## config.mk

```make
export PLATFORM = sky130hd
export DESIGN_NAME = ple_cell
export DESIGN_NICKNAME = d
export VERILOG_FILES = /design/src/sv/ple_pkg.sv /design/src/sv/ple_cell.sv
export SDC_FILE = /design/constraint.sdc
export NUM_CORES = 1
export LEC_CHECK = 0
export BUFFER_PORTS_ARGS = -buffer_cell sky130_fd_sc_hd__buf_2
export CORE_MARGIN = 1.5
export CORE_UTILIZATION = 45
export CTS_CLUSTER_DIAMETER = 200
export DETAILED_ROUTE_END_ITERATION = 7
export GPL_ROUTABILITY_DRIVEN = 0
export PLACE_DENSITY_LB_ADDON = 0.08
export SLEW_MARGIN = 20
export SYNTH_ARGS = -nofsm -noshare
export SYNTH_HDL_FRONTEND = slang
export SYNTH_SLANG_ARGS = --single-unit
```

## constraint.sdc

```tcl
create_clock -name aclk -period 5.2 [get_ports aclk]
set_input_delay 0.26 -clock aclk [delete_from_list [all_inputs] [get_ports aclk]]
set_output_delay 0.26 -clock aclk [all_outputs]
set_load 0.005 [all_outputs]
```

## src/sv/ple_pkg.sv

```systemverilog
// ---------------------------------------------------------------------------
// ple_pkg: shared types and codes for the positional list engine
// Request codes, status codes, internal cell operations and the token that
// travels down the row of storage cells.
// ---------------------------------------------------------------------------
package ple_pkg;

    // default number of storage cells
    localparam int CAPACITY_DEF = 64;

    // index width that covers the largest supported capacity (1024) plus one
    localparam int IDX_W = 11;

    localparam int FUNC_W   = 3;
    localparam int POS_W    = 7;
    localparam int DATA_W   = 32;
    localparam int STATUS_W = 2;
    localparam int LEN_W    = 7;

    // request codes
    localparam logic [FUNC_W-1:0] FN_READ   = 3'd0;
    localparam logic [FUNC_W-1:0] FN_INSPOS = 3'd1;
    localparam logic [FUNC_W-1:0] FN_SORTED = 3'd2;
    localparam logic [FUNC_W-1:0] FN_HEAD   = 3'd3;
    localparam logic [FUNC_W-1:0] FN_TAIL   = 3'd4;
    localparam logic [FUNC_W-1:0] FN_DELETE = 3'd5;

    // status codes
    localparam logic [STATUS_W-1:0] ST_OK   = 2'd0;
    localparam logic [STATUS_W-1:0] ST_BAD  = 2'd1;
    localparam logic [STATUS_W-1:0] ST_FULL = 2'd2;

    // operation carried by the token through the cells
    localparam int OP_W = 3;
    localparam logic [OP_W-1:0] OP_NONE = 3'd0;
    localparam logic [OP_W-1:0] OP_READ = 3'd1;
    localparam logic [OP_W-1:0] OP_INS  = 3'd2;
    localparam logic [OP_W-1:0] OP_SORT = 3'd3;
    localparam logic [OP_W-1:0] OP_DEL  = 3'd4;

    // token handed from cell to cell, one cell per cycle
    typedef struct packed {
        logic                active;
        logic [OP_W-1:0]     op;
        logic [IDX_W-1:0]    k;      // target slot, zero based
        logic [IDX_W-1:0]    cnt;    // element count before the request
        logic                found;  // sorted insert has started shifting
        logic [DATA_W-1:0]   carry;  // value moving up the row
        logic [DATA_W-1:0]   rdata;  // element read or removed
        logic [STATUS_W-1:0] st;
        logic [IDX_W-1:0]    len;    // element count after the request
    } tok_t;

endpackage

```

## src/sv/ple_cell.sv

```systemverilog
// ---------------------------------------------------------------------------
// ple_cell: one storage cell of the list
// Holds one element. When the token passes, the cell shifts its element up,
// takes its right neighbor's element, or reports its element, then hands the
// token on to the next cell.
// ---------------------------------------------------------------------------
module ple_cell #(
    parameter int IDX = 0
) (
    input  logic                       aclk,
    input  logic                       aresetn,
    input  ple_pkg::tok_t              tok_i,
    input  logic [ple_pkg::DATA_W-1:0] next_elem_i,
    output ple_pkg::tok_t              tok_o,
    output logic [ple_pkg::DATA_W-1:0] elem_o
);

    localparam logic [ple_pkg::IDX_W-1:0] IDX_V  = ple_pkg::IDX_W'(IDX);
    localparam logic [ple_pkg::IDX_W-1:0] IDX_V1 = ple_pkg::IDX_W'(IDX + 1);

    logic [ple_pkg::DATA_W-1:0] elem_reg;
    logic [ple_pkg::DATA_W-1:0] elem_next;
    ple_pkg::tok_t              tok_reg;
    ple_pkg::tok_t              tok_next;
    logic                       hit;
    logic                       in_range;

    // per-cell action on the passing token
    always_comb begin
        tok_next  = tok_i;
        elem_next = elem_reg;
        in_range  = (IDX_V <= tok_i.cnt);
        hit       = 1'b0;
        if (tok_i.active) begin
            case (tok_i.op)
                ple_pkg::OP_READ: begin
                    if (IDX_V == tok_i.k) begin
                        tok_next.rdata = elem_reg;
                    end
                end
                ple_pkg::OP_INS: begin
                    if (IDX_V >= tok_i.k && in_range) begin
                        elem_next      = tok_i.carry;
                        tok_next.carry = elem_reg;
                    end
                end
                ple_pkg::OP_SORT: begin
                    hit = !tok_i.found && ((IDX_V == tok_i.cnt) ||
                          ((IDX_V < tok_i.cnt) &&
                           ($signed(elem_reg) >= $signed(tok_i.carry))));
                    if ((tok_i.found || hit) && in_range) begin
                        elem_next      = tok_i.carry;
                        tok_next.carry = elem_reg;
                        tok_next.found = 1'b1;
                    end
                end
                ple_pkg::OP_DEL: begin
                    if (IDX_V == tok_i.k) begin
                        tok_next.rdata = elem_reg;
                    end
                    if (IDX_V >= tok_i.k && IDX_V1 < tok_i.cnt) begin
                        elem_next = next_elem_i;
                    end
                end
                default: begin
                end
            endcase
        end
    end

    // element storage
    always_ff @(posedge aclk) begin
        elem_reg <= elem_next;
    end

    // token hand-off, only the active flag is reset
    always_ff @(posedge aclk) begin
        if (!aresetn) begin
            tok_reg.active <= 1'b0;
        end else begin
            tok_reg.active <= tok_next.active;
        end
        tok_reg.op    <= tok_next.op;
        tok_reg.k     <= tok_next.k;
        tok_reg.cnt   <= tok_next.cnt;
        tok_reg.found <= tok_next.found;
        tok_reg.carry <= tok_next.carry;
        tok_reg.rdata <= tok_next.rdata;
        tok_reg.st    <= tok_next.st;
        tok_reg.len   <= tok_next.len;
    end

    assign tok_o  = tok_reg;
    assign elem_o = elem_reg;

endmodule

```

* Yosys cells after proc, flatten, opt, wreduce, memory -nomap -nowiden
Index checks and enable logic that the tools add are counted.
Storage, ports and cells: flip-flop bits (word level) 136, logic and storage cells 46
Cells by class: $lt $le $gt $ge 5, equality and inequality tests 7, muxes and demuxes 11, reductions and logical operators 13
Operators with widths (number):
- $mux W32 | 6
- $pmux W32 S3 | 1
- $mux W65 | 1
- $pmux W32 S2 | 1
- $mux W33 | 1
- $ge A32 B32 Y1 | 1
- $logic_not A11 Y1 | 2
- $lt A1 B11 Y1 const A | 2
- $ge A1 B11 Y1 const A | 1
- $le A1 B11 Y1 const A | 1
- $eq A3 B2 Y1 const B | 2
- $ne A2 B2 Y1 const B | 3
- $logic_and A1 B1 Y1 | 5
- $reduce_and A5 Y1 | 1
- $eq A3 B1 Y1 const B | 1
- $eq A3 B3 Y1 const B | 1
- $reduce_bool A3 Y1 | 1
- $logic_or A1 B1 Y1 | 2
- $reduce_or A2 Y1 | 1
- $logic_not A1 Y1 | 1
- $mux W1 | 1

* Longest topological paths before layout
word-level depth 9, depth in mapped cells 10, depth with buffers taken out 9

* Worst setup path before layout
No wires, ideal clock.
path kind register to register, from register elem_reg (netlist bit elem_o[31]), to register elem_reg (netlist bit elem_o[0]) (enable), arrival time 3.525 ns, data required time 4.760 ns, setup slack 1.235 ns, stages on the path, launching flop included 8, path buffers 0, clock period less this slack 3.965 ns, cells stage by stage edfxtp_1 > ha_1 > nand4_2 > nor4_2 > nor3b_1 > a21oi_1 > xnor2_1 > a41oi_1
On the way: longest elaborated chain between the ends 8
Ends and longest elaborated chain:
- start, declared | RTL line ple_cell.sv:21 | logic [ple_pkg::DATA_W-1:0] elem_reg;
- start signal, assigned | RTL line ple_cell.sv:73 | elem_reg <= elem_next;
- $ge A32 B32 Y1 | RTL line ple_cell.sv:50 | ($signed(elem_reg) >= $signed(tok_i.carry))));
- $logic_and A1 B1 Y1 | RTL line ple_cell.sv:49 | ((IDX_V < tok_i.cnt) &&
- $logic_or A1 B1 Y1 | RTL line ple_cell.sv:48 | hit = !tok_i.found && ((IDX_V == tok_i.cnt) ||
- $logic_and A1 B1 Y1 | RTL line ple_cell.sv:48
- $logic_or A1 B1 Y1 | RTL line ple_cell.sv:51 | if ((tok_i.found || hit) && in_range) begin
- $logic_and A1 B1 Y1 | RTL line ple_cell.sv:51
- $ne A2 B2 Y1 (no line)
- $reduce_and A5 Y1 (no line)
Every way passes these cells. A chain may end at the register's enable or synchronous reset.

* Worst setup path in the final report
from register elem_reg (netlist bit elem_o[31]), to register elem_reg (netlist bit elem_o[24]) (enable)
The elaborated chain is that of the path after synthesis.

==> results_dict.tcl <==
set metrics [dict create \
    outcome "finished, final reports clean" \
    max-slew-margin-rel 0.574 \
    initial_utilization 0.460 \
    detailed_place_hpwl_um 10400 \
    netlist_instances 418 \
    synth_edf_count 32 \
    dieHeight_um 111 \
    holdBufCountCts 36 \
    hold_class "input port to register" \
    clk_pin_slew_ns 0.06 \
    place_area_um2 6760 \
    arrival_ns 3.42 \
    drive_above_1_share 0.504 \
    cts_tree "done" \
    p_leak_uw 0.00370 \
    peakVddDrop_mv 0.336 \
    post-route-util 0.677 \
    p_clk_frac 0.463 \
    grt_overflow 0 \
    num_io_pins 274 \
    switchingPower_uw 556 \
    rsz0062_at_grt "no" \
    port_buffers 273 \
    switching_share 0.211 \
    finalHoldViolations 0 \
    final_area_um2 7730 \
    pwr-share-seq 0.437 \
    num_antenna_cells 0 \
    worst_pin_slew_ns 0.639 \
    cp.required_ns 5.29 \
    dr.first_iter.drc_count 178 \
    critPathMaxFanout 20 \
    synthFlopType "dfxtp_1" \
    worstSetupPathType "register to register" \
    track_usage 0.238 \
    cts_htree_levels 4 \
    synth.distinct_cells 38 \
    cts_inserted_buffers 17 \
    nFillCells 889 \
    start_kind "register" \
    die_area_um2 12300 \
    netlist_area_um2 5250 \
    drcViolationCount 0 \
    setup_tns_ns 0 \
    post_drt_via_cell_ratio 4.77 \
    async_flop_share 0 \
    period_share 0.640 \
    routed_wl_um 14500 \
    grt_pass1_vias 4417 \
    cap_violations 0 \
    wl_per_cell_um 16.2 \
    antenna_left 0 \
    rows 39 \
    grt_pass1_wl_um 22700 \
    synth.ff_latch_count 136 \
    die_w_um 111 \
    period_minus_slack_ns 3.33 \
    ctsLongestPathBuffers 2 \
    area_growth_pct 47.2 \
    final-setup-viol-count 0 \
    grt_max_degree 64 \
    coreArea_um2 11400 \
    drt-pass1-iter-count 4 \
    syn_area_per_cell_um2 12.6 \
    slew_violations 0 \
    yosysSeqAreaShare 0.579 \
    postCtsSetupBuffers 0 \
    pwr_density_cell_nw_per_um2 341 \
    finClkSkew_ns 0.00743 \
    synth_warnings 0 \
    p_int_uw 2080 \
    root_buffer "clkbuf_16" \
    fin_nets 908 \
    clock.fmax_ghz 0.301 \
    cts_resized 0 \
    antenna_found_initial 0 \
    clkSinkCount 136 \
    insertion_delay_ns 0.42 \
    pwr-share-comb 0.100 \
    vias 4259 \
    crit_path_end_kind "register" \
    synth_nets 588 \
]
[logic make-up after synthesis]
family,Yosys count,synth area share
AOI/OAI and AO/OA,63,0.0679
adders and majority gates,32,0.0762
DFF,136,0.579
muxes,65,0.161
and+or+nand+nor,73,0.0677
xor gates and xnor gates,3,0.00500
buffers and inverters,46,0.0429
[sequential cells by signal, indices dropped and copies added, names as in the netlist]
name    count
elem_o     32
tok_o     104
[placed cells by master, fill, tap and decap left out, types with 2 or more instances in the layout]
cell	netlist	routed
buf_2	3	273
dfxtp_1	104	104
nand2_1	43	43
dlygate4sd3_1	0	36
o21ai_0	35	35
mux2_2	35	35
inv_1	34	34
ha_1	32	32
edfxtp_1	32	32
mux2_4	30	30
clkbuf_16	0	19
a21oi_1	17	17
nor2_1	5	5
nand3_1	4	4
nor4_1	4	4
clkinv_2	0	4
buf_4	0	4
nand4_1	3	3
xnor2_1	3	3
clkbuf_8	0	3
nor2b_1	2	2
nor3b_1	3	2
or4_1	2	2
bufinv_16	0	2
clkbuf_1	6	2
[final timing paths]
path / startpoint / cells after the start / slack (ns) / to
hold / removal: tok_i[101] / 1 / 0.02 / tok_o[101]$_DFF_P_
setup reg to reg: elem_o[31]$_DFFE_PP_ / 8 / 1.87 / elem_o[24]$_DFFE_PP_
hold reg to reg: elem_o[5]$_DFFE_PP_ / 1 / 0.56 / tok_o[50]$_DFF_P_
setup / recovery: elem_o[31]$_DFFE_PP_ / 8 / 1.87 / elem_o[24]$_DFFE_PP_
[per-stage QoR]
step,cells,power [µW],hold slack [ns],worst slack (ns)
after floorplan,418,1290,0.288,1.24
after global placement,826,1410,0.363,1.98
after detailed placement,826,1420,0.365,1.84
after CTS,893,2660,0.00223,1.83
after global routing,893,2740,0.00804,1.60
final,893,2640,0.0190,1.87
[power groups by stage]
| stage | clock [µW] | sequential [µW] | combinational [µW] |
|---|---|---|---|
| final | 1220 | 1150 | 264 |
| after CTS | 1240 | 1150 | 265 |
| after floorplan | 0 | 1180 | 103 |
| after global placement | 0 | 1170 | 239 |
| after detailed placement | 0 | 1180 | 243 |
| after global routing | 1290 | 1160 | 291 |
[layout make-up]
| class | count | area (µm²) | share of cell area |
|---|---|---|---|
| clock buffer | 24 | 524 | 0.0678 |
| tap | 143 | 179 | 0.0231 |
| timing repair buffer | 313 | 1760 | 0.227 |
| multi-input combinational | 236 | 2010 | 0.260 |
| inverter | 34 | 128 | 0.0165 |
| clock inverter | 7 | 86.3 | 0.0112 |
| sequential | 136 | 3040 | 0.394 |
[routing by layer]
metal,vias up,global-route usage,part of all wire
met5,-,0,0
met1,1953,0.261,0.39
met2,177,0.422,0.51
met3,20,0.0793,0.076
li1,2109,-,-
met4,0,0.0962,0.021
[synth_stat cells, types with 2 or more instances]
master | n | area (µm²)
dfxtp_1 | 104 | 2080
clkbuf_1 | 6 | 22.5
mux2_4 | 30 | 450
buf_12 | 3 | 60.1
inv_1 | 34 | 128
ha_1 | 32 | 400
a21oi_1 | 17 | 85.1
edfxtp_1 | 32 | 961
nor4_1 | 4 | 25.0
nand4_1 | 3 | 18.8
o21ai_0 | 35 | 175
buf_2 | 3 | 15.0
nor2_1 | 5 | 18.8
nand2_1 | 43 | 161
nand3_1 | 4 | 20.0
nor3b_1 | 3 | 22.5
xnor2_1 | 3 | 26.3
or4_1 | 2 | 15.0
nor2b_1 | 2 | 12.5
mux2_2 | 35 | 394
[critical path, stage by stage, from the launching register on]
cell and delay (ns):
edfxtp_1 0.42, ha_1 0.42, nand4_2 0.16, nor4_2 0.34
nor3b_1 0.37, a21oi_1 0.14, xnor2_1 0.20, a41oi_4 0.55
buf_4 0.39
Power figures use the tool's default switching activity.
